$ cat src/hw/rtl/omk_div.sv
module omk_div #(
	parameter int LANES  = 3,
	parameter int N_W    = 25,
	parameter int D_W    = 16,
	parameter int Q_W    = 10,
	parameter int SIDE_W = 13
) (
	input  logic                        clk,
	input  logic                        arst_n,
	input  logic                        en,
	input  logic                        in_vld,
	input  logic [LANES-1:0][N_W-1:0]   in_num,
	input  logic [D_W-1:0]              in_den,
	input  logic [SIDE_W-1:0]           in_side,
	output logic                        out_vld,
	output logic [LANES-1:0][Q_W-1:0]   out_quo,
	output logic [LANES-1:0]            out_rnz,
	output logic [SIDE_W-1:0]           out_side
);

	// restoring divide, common divisor, two quotient bits per stage;
	// num >> Q_W must be below the divisor
	localparam int STG  = Q_W / 2;
	localparam int RL_W = D_W + Q_W;

	function automatic logic [RL_W-1:0] div_step(input logic [RL_W-1:0] rl,
		input logic [D_W-1:0] d);
		logic [D_W:0]    t;
		logic [D_W:0]    dif;
		logic [RL_W-1:0] res;
		t   = rl[RL_W-1:Q_W-1];
		dif = t - {1'b0, d};
		if (!dif[D_W]) begin
			res = {dif[D_W-1:0], rl[Q_W-2:0], 1'b1};
		end else begin
			res = {t[D_W-1:0], rl[Q_W-2:0], 1'b0};
		end
		return res;
	endfunction

	logic [LANES-1:0][RL_W-1:0] rl_s   [STG];
	logic [D_W-1:0]             den_s  [STG];
	logic                       vld_s  [STG];
	logic [SIDE_W-1:0]          side_s [STG];

	for (genvar k = 0; k < STG; k++) begin : g_stg
		logic [LANES-1:0][RL_W-1:0] rl_d;
		logic [D_W-1:0]             den_d;
		logic                       vld_d;
		logic [SIDE_W-1:0]          side_d;

		if (k == 0) begin : g_first
			for (genvar l = 0; l < LANES; l++) begin : g_ln
				assign rl_d[l] = RL_W'(in_num[l]);
			end
			assign den_d  = in_den;
			assign vld_d  = in_vld;
			assign side_d = in_side;
		end else begin : g_next
			assign rl_d   = rl_s[k-1];
			assign den_d  = den_s[k-1];
			assign vld_d  = vld_s[k-1];
			assign side_d = side_s[k-1];
		end

		always_ff @(posedge clk or negedge arst_n) begin
			if (!arst_n) begin
				vld_s[k] <= 1'b0;
			end else if (en) begin
				vld_s[k] <= vld_d;
			end
		end

		always_ff @(posedge clk) begin
			if (en) begin
				for (int l = 0; l < LANES; l++) begin
					rl_s[k][l] <= div_step(div_step(rl_d[l], den_d), den_d);
				end
				den_s[k]  <= den_d;
				side_s[k] <= side_d;
			end
		end
	end

	for (genvar l = 0; l < LANES; l++) begin : g_out
		assign out_quo[l] = rl_s[STG-1][l][Q_W-1:0];
		assign out_rnz[l] = |rl_s[STG-1][l][RL_W-1:Q_W];
	end

	assign out_vld  = vld_s[STG-1];
	assign out_side = side_s[STG-1];

endmodule

$ cat config.mk
export PLATFORM = sky130hd
export DESIGN_NAME = omk_div
export DESIGN_NICKNAME = d
export VERILOG_FILES = /design/src/hw/rtl/omk_div.sv
export SDC_FILE = /design/constraint.sdc
export NUM_CORES = 2
export LEC_CHECK = 0
export BUFFER_PORTS_ARGS = -buffer_cell sky130_fd_sc_hd__clkbuf_2
export CAP_MARGIN = 20
export CORE_UTILIZATION = 45
export DETAILED_ROUTE_END_ITERATION = 8
export HOLD_SLACK_MARGIN = 0.05
export PLACE_DENSITY_LB_ADDON = 0.3
export SLEW_MARGIN = 10
export SYNTH_ARGS = -nofsm -noshare
export SYNTH_HDL_FRONTEND = slang
export SYNTH_SLANG_ARGS = --single-unit
$ cat constraint.sdc
create_clock -name clk -period 10.15 [get_ports clk]
set_clock_uncertainty 0.05 [all_clocks]
set_input_delay 2.03 -clock clk [delete_from_list [all_inputs] [get_ports clk]]
set_output_delay 2.03 -clock clk [all_outputs]
set_load 0.005 [all_outputs]
==> reports/qor.csv <==
stage;metric;value;unit
run_status;status;complete, but fails checks;
run_status;violations;design-rule violations;
setup_path;cp-end-kind;flop;
global_routing;grt_usage;20.7;%
place;dp_hpwl;79900;um
synthesis;syn_nets;5040;
global_routing;met2_usage;32.7;%
synthesis;async_flop_share;0.954;%
clocking;h-tree-depth;2;
synthesis;yosys_most_used_dff;edfxtp_1;
global_routing;antenna_found_initial;6;
min_path;worstHoldPathType;flop to flop;
synthesis;synthCells;4422;
drt;drt_first_iter_violations;2478;
sta;tightest_slew;1070;ps
drt;wl_per_cell;17.8;um
clocking;hold_buffers;0;
global_routing;grt_pass1_wl;165000;um
floorplan;chipHeight;315;um
sta;fin_setup_tns;0;ps
synthesis;synth.distinct_cells;101;
global_routing;grt_use_met3;2.39;%
synthesis;synth_edf_count;519;
layout;drive_gt1_share;13.2;%
clocking;cts_resized;0;
synthesis;yosysMostFrequentCell;edfxtp_1;
sta;rsz0062_at_grt;false;
floorplan;start_util;45.5;%
drt;via_per_inst;5.62;
sta;final_hold_viol_count;0;
setup_path;worstPathArrival;8180;ps
global_routing;grt-ovfl-total;0;
synthesis;yosys.area.top_type;edfxtp_1;
clocking;clk_latency;660;ps
clocking;clock_path_buffers;3;
sta;relSlewSlack;28.4;%
sta;finalWorstPathRequiredPeriod;7830;ps
place;place.gp.congestion;0.940;
setup_path;required;10500;ps
layout;syn_to_final_growth;9.47;%
drt;wl;105000;um
floorplan;io_pins;155;
synthesis;ys_top_cells_by_area;edfxtp_1 (35%), ha_1 (14%), mux2_2 (5.4%);
layout;fill_cells;8879;
drt;drc;14;
sta;setup_viol;0;
place;portBuffers;154;
drt;ant_nets;0;
clocking;numCtsBuffers;60;
drt;drt-pass1-iter-count;7;
setup_path;critical_path_class;input pin to flop;
synthesis;synth_top_area_share;35.4;%
sta;maxSlewViolCount;0;
sta;hold_slack;349;ps
floorplan;core;96900;um2
setup_path;start_kind;input pin;
sta;min_period_over_period;77.1;%
floorplan;dieArea;99200;um2
synthesis;synth_area;44100;um2
synthesis;synth_common_cells;edfxtp_1 (519), ha_1 (480), a21oi_1 (316), nand2_1 (311), o21ai_0 (282);
floorplan;floorplan.rows;114;
global_routing;grt_max_degree;162;
layout;fin_nets;5178;
synthesis;synth-seq-area-share;35.6;%
clocking;path_clk_slew;60;ps
synthesis;ys_ff_latch;524;
sta;fmaxAchievable;0.128;GHz
floorplan;die_w;315;um
synthesis;yosysWarnings;0;
clocking;root_buffer;clkbuf_16;
clocking;cts_setup_buffers;0;
synthesis;syn_avg_cell_area;9.97;um2
clocking;cts_tree;built;
global_routing;grt.busiest_layer;met2;
run;drv_cap;0;
global_routing;grt.met1_usage;28.5;%
setup_path;cp_max_fo;18;
layout;post-route-util;49.8;%
global_routing;grt_pass1_vias;30800;
clocking;cts_sinks;524;
drt;dr_total_vias;33100;
## path summary, 6_finish.rpt
check,from,end,slack [ps],depth (start not counted)
worst max register to register,den_s[0][1],rl_s[1][39],2940,19
worst max-delay path,in_den[0],rl_s[0][44],2320,19
worst min-delay path,side_s[0][11],side_s[0][24],350,0
max in group asynchronous,arst_n,g_stg[1].vld_d,8760,1
worst min register to register,side_s[0][11],side_s[0][24],350,0
min in group asynchronous,arst_n,out_vld,1150,1
## layout make-up
cell class | count | area, um2 | area share [%]
Antenna cell | 1 | 2.50 | 0.00519
Clock buffer | 66 | 1520 | 3.16
Clock inverter | 44 | 561 | 1.16
Inverter | 281 | 1060 | 2.20
Multi-Input combinational cell | 3514 | 26800 | 55.5
Sequential cell | 524 | 15700 | 32.6
Tap cell | 1276 | 1600 | 3.31
Timing Repair Buffer | 179 | 1000 | 2.07
## cell families after synthesis
kind of cell | after synthesis | synth area share (%)
DFF | 524 | 35.6
and+or+nand+nor | 1090 | 12.0
adders and majority gates | 510 | 15.0
buffers and inverters | 384 | 3.65
AOI/OAI and AO/OA | 1242 | 18.4
muxes | 285 | 7.24
xor gates and xnor gates | 387 | 8.05
## worst max-delay path, cell delays in order
cell and delay [ps]:
clkbuf_2 260, ha_1 220, inv_1 50, fa_1 420
a211oi_1 360, o21ai_1 170, a31oi_1 300, o21ai_1 140
nand2b_1 190, a21oi_2 620, buf_4 290, mux2_2 360
ha_1 190, or3_1 350, a21oi_1 230, o311ai_0 250
a41oi_1 550, xor2_2 790, mux2_2 420
## placed cells by master, fill, tap and decap left out, drive strengths merged, types with 56 or more instances in the layout
| cell type | netlist | final |
|---|---|---|
| a21o | 149 | 149 |
| a21oi | 328 | 328 |
| clkbuf | 51 | 219 |
| edfxtp | 519 | 519 |
| ha | 480 | 480 |
| inv | 280 | 287 |
| mux2 | 229 | 229 |
| mux2i | 56 | 56 |
| nand2 | 311 | 311 |
| nand2b | 95 | 95 |
| nand3 | 75 | 75 |
| nor2 | 257 | 257 |
| nor2b | 69 | 69 |
| nor3 | 86 | 86 |
| o21a | 85 | 85 |
| o21ai | 297 | 297 |
| xnor2 | 275 | 275 |
| xor2 | 112 | 112 |
## metal layers
layer	up-vias	share of wire, %
li1	16800	-
met1	15300	47
met2	744	44
met3	193	4.5
met4	10	4.3
met5	-	0.070
## registers in the layout, indices dropped and copies added (netlist names)
name / count
rl_s: 390
g_stg.vld_d: 4
out_vld: 1
den_s: 64
side_s: 65
## stage by stage
| step | instances | setup slack, ps | area, um2 |
|---|---|---|---|
| after CTS | 5883 | 2360 | 48200 |
| final | 5885 | 2320 | 48300 |
| after global placement | 5773 | 1760 | 46200 |
| after global routing | 5884 | 1900 | 48300 |
| after detailed placement | 5773 | 1670 | 46200 |
| after floorplan | 4422 | 2840 | 44100 |
Power is not shown: default switching activity piles up to over one toggle a cycle in this logic, so the estimate is an artifact.
