`src/hw/rtl/omk_pkg.sv`:
```
package omk_pkg;

	localparam int IN_W      = 8;
	localparam int WHEEL_W   = 11;
	localparam int SPIN_W    = 10;
	localparam int SPROD_W   = 19;
	localparam int MAG2_W    = 16;
	localparam int MAGQ_W    = 16;
	localparam int S_TDATA_W = 24;
	localparam int M_FIELD_W = 3 * WHEEL_W + 1;
	localparam int M_TDATA_W = 40;
	localparam int APB_AW    = 4;
	localparam int APB_DW    = 32;

	// sqrt(3) in Q16
	localparam logic [16:0] SQRT3_Q16 = 17'd113512;

	localparam logic [1:0] REG_DEAD_ZONE = 2'd0;
	localparam logic [1:0] REG_SPIN_GAIN = 2'd1;
	localparam logic [1:0] REG_SPEED_MIN = 2'd2;
	localparam logic [1:0] REG_SPEED_MAX = 2'd3;

	localparam logic [6:0] DEAD_ZONE_RST = 7'd10;
	localparam logic [9:0] SPIN_GAIN_RST = 10'd256;
	localparam logic [7:0] SPEED_MIN_RST = 8'd0;
	localparam logic [7:0] SPEED_MAX_RST = 8'd100;

	typedef struct packed {
		logic signed [IN_W-1:0]    x;
		logic signed [IN_W-1:0]    y;
		logic signed [SPROD_W-1:0] sprod;
	} omk_stick_t;

endpackage

```
`src/hw/rtl/omk_sqrt.sv`:
```
module omk_sqrt import omk_pkg::*; #(
	parameter int SIDE_W = 35
) (
	input  logic              clk,
	input  logic              arst_n,
	input  logic              en,
	input  logic              in_vld,
	input  logic [MAG2_W-1:0] in_mag2,
	input  logic [SIDE_W-1:0] in_side,
	output logic              out_vld,
	output logic [MAGQ_W-1:0] out_root,
	output logic [SIDE_W-1:0] out_side
);

	// floor(sqrt(in_mag2 * 65536)), two root bits per stage
	localparam int STG   = MAGQ_W / 2;
	localparam int REM_W = MAGQ_W + 2;
	localparam int RAD_W = 2 * MAGQ_W;
	localparam int ST_W  = REM_W + MAGQ_W + RAD_W;

	function automatic logic [ST_W-1:0] sq_step(input logic [ST_W-1:0] st);
		logic [REM_W-1:0]  rem;
		logic [MAGQ_W-1:0] root;
		logic [RAD_W-1:0]  rad;
		logic [REM_W+1:0]  r2;
		logic [REM_W+1:0]  t;
		logic [ST_W-1:0]   res;
		{rem, root, rad} = st;
		r2 = {rem, rad[RAD_W-1 -: 2]};
		t  = {2'b00, root, 2'b01};
		if (r2 >= t) begin
			res = {REM_W'(r2 - t), root[MAGQ_W-2:0], 1'b1, rad[RAD_W-3:0], 2'b00};
		end else begin
			res = {REM_W'(r2), root[MAGQ_W-2:0], 1'b0, rad[RAD_W-3:0], 2'b00};
		end
		return res;
	endfunction

	logic [ST_W-1:0]   st_s   [STG];
	logic              vld_s  [STG];
	logic [SIDE_W-1:0] side_s [STG];

	for (genvar k = 0; k < STG; k++) begin : g_stg
		logic [ST_W-1:0]   st_d;
		logic              vld_d;
		logic [SIDE_W-1:0] side_d;

		if (k == 0) begin : g_first
			assign st_d   = {REM_W'(0), MAGQ_W'(0), in_mag2, {(RAD_W-MAG2_W){1'b0}}};
			assign vld_d  = in_vld;
			assign side_d = in_side;
		end else begin : g_next
			assign st_d   = st_s[k-1];
			assign vld_d  = vld_s[k-1];
			assign side_d = side_s[k-1];
		end

		always_ff @(posedge clk or negedge arst_n) begin
			if (!arst_n) begin
				vld_s[k] <= 1'b0;
			end else if (en) begin
				vld_s[k] <= vld_d;
			end
		end

		always_ff @(posedge clk) begin
			if (en) begin
				st_s[k]   <= sq_step(sq_step(st_d));
				side_s[k] <= side_d;
			end
		end
	end

	assign out_vld  = vld_s[STG-1];
	assign out_root = st_s[STG-1][RAD_W +: MAGQ_W];
	assign out_side = side_s[STG-1];

endmodule

```
`config.mk`:
```
export PLATFORM = sky130hd
export DESIGN_NAME = omk_sqrt
export DESIGN_NICKNAME = d
export VERILOG_FILES = /design/src/hw/rtl/omk_pkg.sv /design/src/hw/rtl/omk_sqrt.sv
export SDC_FILE = /design/constraint.sdc
export NUM_CORES = 1
export LEC_CHECK = 0
export ABC_AREA = 0
export BUFFER_PORTS_ARGS = -buffer_cell sky130_fd_sc_hd__buf_2
export CORE_MARGIN = 10
export CORE_UTILIZATION = 40
export DETAILED_ROUTE_END_ITERATION = 16
export PLACE_DENSITY = 0.66
export SYNTH_ARGS = -nofsm -noshare
export SYNTH_HDL_FRONTEND = slang
export SYNTH_SLANG_ARGS = --single-unit
```
`constraint.sdc`:
```
create_clock -name clk -period 14 [get_ports clk]
set_input_delay 2.8 -clock clk [delete_from_list [all_inputs] [get_ports clk]]
set_output_delay 2.8 -clock clk [all_outputs]
set_load 0.05 [all_outputs]
```
==> results of run 1 <==
[sequential cells by signal, indices dropped and copies added (netlist names)]
register and count:
g_stg.vld_d 7, out_vld 1, side_s 280, st_s 211
[kinds of logic (layout without fill, tap and decap cells)]
group                      count (synthesis)  in the layout
other                                      1              2
adders and majority gates                136            136
DFF                                      499            499
muxes                                     65             65
buffers and inverters                    150            337
AOI/OAI and AO/OA                        385            385
xor gates and xnor gates                 127            127
and+or+nand+nor                          477            477
[critical path: cells and delay by family, from the launching register on]
family	cells	cell delay, ns
AO/OA/AOI/OAI	9	2.65
AND/OR/NAND/NOR	4	1.60
multiplexers	2	0.95
adder cells (fa/ha/maj)	3	0.71
flip-flops	1	0.40
buffers and inverters	2	0.19
[synth_stat cells (all sizes together), types with 9 or more instances]
master	n
a211oi	13
a21o	42
a21oi	106
a31oi	13
and2	11
and3	14
clkbuf	18
edfxtp	491
ha	130
inv	122
mux2	56
mux2i	9
nand2	91
nand2b	12
nand3	32
nand4	17
nor2	135
nor2b	22
nor3	37
nor3b	11
nor4	24
o211ai	13
o21a	31
o21ai	69
o21bai	12
o31ai	19
or2	13
or3	16
or4	16
xnor2	79
xor2	48
[area by class of cell]
type / count / area, um^2
Clock buffer: 66 / 1400
Clock inverter: 34 / 464
Fill cell: 5389 / 32600
Inverter: 125 / 469
Multi-Input combinational cell: 1192 / 8650
Sequential cell: 499 / 14900
Tap cell: 782 / 978
Timing Repair Buffer: 112 / 598
[metrics by stage]
stage | util [%] | setup slack, ns | total power [uW] | instances
floorplan | - | 8.66 | 2730 | 1841
global placement | 42.6 | 7.45 | 2950 | 2710
detailed placement | 42.6 | 7.23 | 2980 | 2710
CTS | 45.7 | 7.21 | 4480 | 2810
global route | 45.7 | 6.65 | 4670 | 2810
finish | 45.7 | 7.21 | 4430 | 2810
[worst max-delay path by stage]
stage	cells past startpoint	from	to	slack (ns)
after global placement	20	st_s[1][49]$_DFFE_PP_	st_s[1][118]$_DFFE_PP_	7.45
final	20	st_s[1][49]$_DFFE_PP_	st_s[1][120]$_DFFE_PP_	7.21
after floorplan	22	st_s[0][246]$_DFFE_PP_	st_s[1][52]$_DFFE_PP_	8.66
after detailed placement	20	st_s[1][49]$_DFFE_PP_	st_s[1][120]$_DFFE_PP_	7.23
after global routing	20	st_s[1][49]$_DFFE_PP_	st_s[1][120]$_DFFE_PP_	6.65
after CTS	20	st_s[1][49]$_DFFE_PP_	st_s[1][120]$_DFFE_PP_	7.21
[power breakdown]
group          total, uW  internal, uW  switching [uW]
clock network       1460           882             578
logic               1010           428             580
registers           1960          1860             102
[layer usage]
metal | track usage (%) | part of all wire, %
met3 | 2.52 | 4.5
met4 | 4.46 | 2.6
met1 | 15.7 | 44
met2 | 21.8 | 49
met5 | 0 | 0
==> impl_metrics.csv, run 1 <==
group,metric,value,unit
synthesis,synth_seq_cells,499,
power_and_ir_drop,powerDensity,161,nW/um^2
synthesis,synthXorXnorAreaFrac,4.60,%
clock_network,cts_max_path_buffers,3,
floorplanning,die_w,266,um
setup_path,rrSetupSlack,7.21,ns
clock_network,htreeDepth,2,
setup_path,required,14.35,ns
setup_path,worst_path_max_delay_cell,"o31ai_1",
layout,num_antenna_cells,0,
clock_network,cts_tree,"yes",
grt,first_global_vias,14800,
timing,tns,0,ns
worst_hold_path,min_path_cells,0,
clock_network,post_cts_buffers,0,
setup_path,path_class,"reg -> reg",
clock_network,ctsHoldBuffers,0,
floorplanning,design.die.area,70700,um^2
routing,drc,0,
timing,fin_crit,6.79,ns
grt,antenna_found_initial,0,
grt,overflow,0,
clock_network,ctsResizeCount,0,
setup_path,r2r_start,"st_s[1][49]$_DFFE_PP_",
routing,vias,14600,
synthesis,synthCells,1840,
grt,grt_pass1_wl,74500,um
layout,drive_above_1_share,14.3,%
timing,report.final.slew_viol_count,0,
synthesis,synth_top_area_share,61.0,%
synthesis,synthTopCellsByArea,"edfxtp_1 61%, ha_1 6.7%, xnor2_1 2.9%",
layout,nets,2175,
clock_network,clock_latency,0.61,ns
layout,fin_area,27500,um^2
routing,via_per_inst,5.21,
synthesis,yosys_warnings,0,
clock_network,cts_root_buf,"clkbuf_16",
floorplanning,core_area,60100,um^2
layout,syn2layout_area_growth,13.7,%
setup_path,rr_endpoint,"st_s[1][120]$_DFFE_PP_",
setup_path,slowest_delay,0.75,ns
synthesis,synth_compound_area_share,10.6,%
floorplanning,io_pins,107,
synthesis,synthAdderAreaFrac,7.22,%
timing,tightest_slew,1.08,ns
flow_run,drv_cap,0,
floorplanning,fp.dieH,266,um
timing,slew_headroom,25.9,%
worst_hold_path,hp-start,"side_s[0][128]$_DFFE_PP_",
grt,track_usage,12.7,%
synthesis,syn_avg_cell_area,13.1,um^2
synthesis,ys.flop_type,"edfxtp_1",
synthesis,yosysTopAreaCell,"edfxtp_1",
routing,routedWlPerCell,16.3,um
timing,fin_hold_ws,0.402,ns
layout,layout_common_cells,"491 x edfxtp_1, 135 x nor2_1, 130 x ha_1",
routing,wirelength,45700,um
routing,firstDrtPassIters,5,
clock_network,cts_sinks,499,
worst_hold_path,min_path_type,"reg -> reg",
synthesis,yosysSeqAreaShare,61.8,%
setup_path,startpoint_type,"flop",
timing,final_hold_viol_count,0,
synthesis,async_flop_share,1.60,%
setup_path,arrival,7.13,ns
setup_path,reg2regPathDepth,20,
power_and_ir_drop,irDropWorstVdd,0.0880,mV
worst_hold_path,whs_endpoint,"side_s[1][23]$_DFFE_PP_",
placement,gp_congestion,0.859,
routing,ant_nets,0,
routing,drtIter0Drc,894,
grt,grt_max_degree,179,
placement,placed_cell_area,25600,um^2
run_status,status,"finished clean",
setup_path,cp_cell_sequence,"inv_1, ha_1, inv_1, fa_1, nor2b_1, o21ai_1, a21boi_0, o31ai_1, nand3_1, mux2_2, ha_1, a21o_1, a21oi_1, nor2b_1, o21a_1, o41a_1, a41oi_1, o211ai_1, nor2_1, mux2_2",
placement,io_buffer_count,106,
synthesis,synth_simple_gate_area_share,10.4,%
setup_path,cp-end-kind,"flop",
placement,hpwl,32500,um
power_and_ir_drop,power.leakage,0.0104,uW
timing,fmax,0.147,GHz
timing,clock_skew,0.0297,ns
layout,final_common_cell,"edfxtp_1",
clock_network,clkSlewWorstSetupHoldPaths,0.06,ns
setup_path,crit_fanout,19,
synthesis,synth_top_family_by_area,"compound AO/OA/AOI/OAI gates",
timing,post-route-period-util,48.5,%
synthesis,netlist_area,24200,um^2
timing,rsz0062_at_grt,"false",
clock_network,cts_made_buffers,54,
timing,setup_viol,0,
synthesis,yosysUniqueCellTypes,90,
floorplanning,num_rows,90,
floorplanning,initial_core_util,40.2,%
synthesis,synthMuxAreaShare,2.98,%
synthesis,synth-edff-count,491,
(Power assumes the default switching activity.)
==> inputs of run 2 (changes only) <==
- clock period: 14 -> 6.3 ns (I/O delays scaled with it)
==> run 2 against run 1 <==
  * Critical path type unchanged
  * Non-clock buffer count up 15
  * Sequential power up 120%
  * Count of clock-buffer cells in the layout is 4 lower
  * Largest cell class unchanged
  * Utilization is 0.26 points higher
  * Wire length up 3.3%
  * Final cell count is 0.60% higher
  * Global-route usage rose by 0.56 points
==> impl_metrics.csv, run 2 (synthesis results as in run 1) <==
group,metric,value,unit
routing,drc,0,
setup_path,crit_buf_inv,4,
clock_network,cts_max_path_buffers,3,
grt,grt_max_degree,148,
grt,overflow,0,
routing,firstDrtPassIters,5,
grt,grt_pass1_wl,77000,um
clock_network,post_cts_buffers,0,
layout,final_common_cell,"edfxtp_1",
clock_network,htreeDepth,2,
timing,setup_viol,0,
setup_path,crit_fanout,9,
setup_path,startpoint_type,"flop",
layout,top_register,"side_s",
routing,drtIter0Drc,1043,
layout,layout_common_cells,"491 x edfxtp_1, 135 x nor2_1, 130 x ha_1",
layout,nets,2191,
setup_path,path_class,"reg -> reg",
placement,io_buffer_count,106,
layout,num_antenna_cells,0,
grt,grt_use_met1,16.4,%
layout,num-fill-cells,5370,
routing,vias,14800,
setup_path,cp_cell_sequence,"inv_1, ha_1, inv_1, fa_1, nor2b_1, o21ai_0, a21boi_0, o211ai_1, a31oi_1, buf_4, nor2_1, buf_4, nand2_1, nand2_1, fa_1, a21o_1, a21oi_1, o21ai_0, a21oi_1, o21bai_1, a22o_1, o41ai_1, a21oi_1, a21o_1",
timing,fmax,0.173,GHz
clock_network,clock_latency,0.62,ns
layout,drive_above_1_share,15.0,%
grt,first_global_vias,14900,
power_and_ir_drop,irDropWorstVdd,0.185,mV
layout,syn2layout_area_growth,14.4,%
setup_path,cp_top_family,"compound AO/OA/AOI/OAI gates",
timing,tns,0,ns
power_and_ir_drop,clock_power_share,33.3,%
floorplanning,core_area,60100,um^2
power_and_ir_drop,internal-power,7070,uW
setup_path,slowest_delay,0.52,ns
routing,routedWlPerCell,16.7,um
routing,ant_nets,0,
timing,rsz0062_at_grt,"false",
power_and_ir_drop,p_sw_share,28.6,%
setup_path,rrSetupSlack,0.51,ns
timing,tightest_slew,0.813,ns
placement,placed_cells,2725,
placement,gp_congestion,0.883,
setup_path,timing.critical_path.mode_cell,"a21oi_1",
run_status,status,"finished clean",
grt,antenna_found_initial,0,
timing,final_hold_viol_count,0,
worst_hold_path,min_path_type,"reg -> reg",
layout,largest_register_ffs,280,
routing,wirelength,47200,um
timing,report.final.slew_viol_count,0,
placement,hpwl,33800,um
power_and_ir_drop,pwr-share-seq,43.9,%
floorplanning,die_w,266,um
timing,slew_headroom,45.3,%
setup_path,arrival,6.14,ns
setup_path,cp-end-kind,"flop",
grt,track_usage,13.3,%
clock_network,cts_made_buffers,55,
floorplanning,num_rows,90,
timing,post-route-period-util,91.9,%
clock_network,cts_sinks,499,
floorplanning,io_pins,107,
power_and_ir_drop,power.leakage,0.0105,uW
clock_network,cts_root_buf,"clkbuf_16",
setup_path,worst_path_max_delay_cell,"o41ai_1",
setup_path,required,6.65,ns
power_and_ir_drop,p_comb_share,22.8,%
grt,grt_use_met3,2.69,%
floorplanning,design.die.area,70700,um^2
clock_network,clkSlewWorstSetupHoldPaths,0.06,ns
grt,grt-busiest-layer,"met2",
flow_run,drv_cap,0,
grt,grtUsageMet2,22.9,%
timing,fin_crit,5.79,ns
clock_network,ctsResizeCount,0,
routing,via_per_inst,5.25,
floorplanning,initial_core_util,40.2,%
clock_network,ctsHoldBuffers,0,
layout,fin_cells,2827,
clock_network,cts_tree,"yes",
power_and_ir_drop,p_switching,2830,uW
timing,clock_skew,0.0379,ns
power_and_ir_drop,powerDensity,358,nW/um^2
floorplanning,fp.dieH,266,um
run 2: path summary, 6_finish.rpt:
kind,to,from,depth (start not counted)
min in group asynchronous,g_stg[3].vld_d$_DFFE_PN0P_,arst_n,1
hold / removal,side_s[1][62]$_DFFE_PP_,side_s[1][27]$_DFFE_PP_,0
max in group asynchronous,g_stg[4].vld_d$_DFFE_PN0P_,arst_n,1
hold reg to reg,side_s[1][62]$_DFFE_PP_,side_s[1][27]$_DFFE_PP_,0
setup reg to reg,st_s[1][197]$_DFFE_PP_,st_s[1][115]$_DFFE_PP_,24
setup / recovery,st_s[1][197]$_DFFE_PP_,st_s[1][115]$_DFFE_PP_,24
run 2: worst reg2reg max path: cells and delay by family (launching register included):
kind | cells | cell delay, ns
AOI/OAI and AO/OA | 13 | 3.14
adders and majority gates | 3 | 1.04
buffers and inverters | 4 | 0.57
DFF | 1 | 0.43
and+or+nand+nor | 4 | 0.35
run 2: power groups by stage:
| stage | sequential [uW] | clock, uW | combinational [uW] |
|---|---|---|---|
| finish | 4350 | 3290 | 2260 |
| detailed placement | 4420 | 0 | 2240 |
| global placement | 4400 | 0 | 2180 |
| floorplan | 4380 | 0 | 1690 |
| global route | 4390 | 3560 | 2520 |
| CTS | 4350 | 3410 | 2260 |
run 2: area by class of cell:
class / count / area [um^2] / share of cell area, %
Multi-Input combinational cell: 1192 / 8650 / 31.3
Timing Repair Buffer: 127 / 723 / 2.61
Sequential cell: 499 / 14900 / 54.0
Inverter: 125 / 469 / 1.70
Clock inverter: 40 / 492 / 1.78
Tap cell: 782 / 978 / 3.54
Clock buffer: 62 / 1400 / 5.07
run 2: layer usage:
metal	part of all wire, %	wire (um)	up-vias
met5	0	0	-
met4	3.0	1400	0
li1	-	-	7296
met3	4.7	2210	99
met2	49	23000	299
met1	44	20600	7153
run 2: per-stage QoR:
stage	power (uW)	util, %	instance area (um^2)	hold WS [ns]	setup WS [ns]
6_report	9900	46.0	27700	0.378	0.510
3_5_place_dp	6650	42.8	25800	0.405	0.597
5_1_grt	10500	46.0	27700	0.388	0.158
3_3_place_gp	6580	42.8	25800	0.400	0.792
4_1_cts	10000	46.0	27700	0.371	0.536
2_1_floorplan	6070	-	24200	0.400	0.958
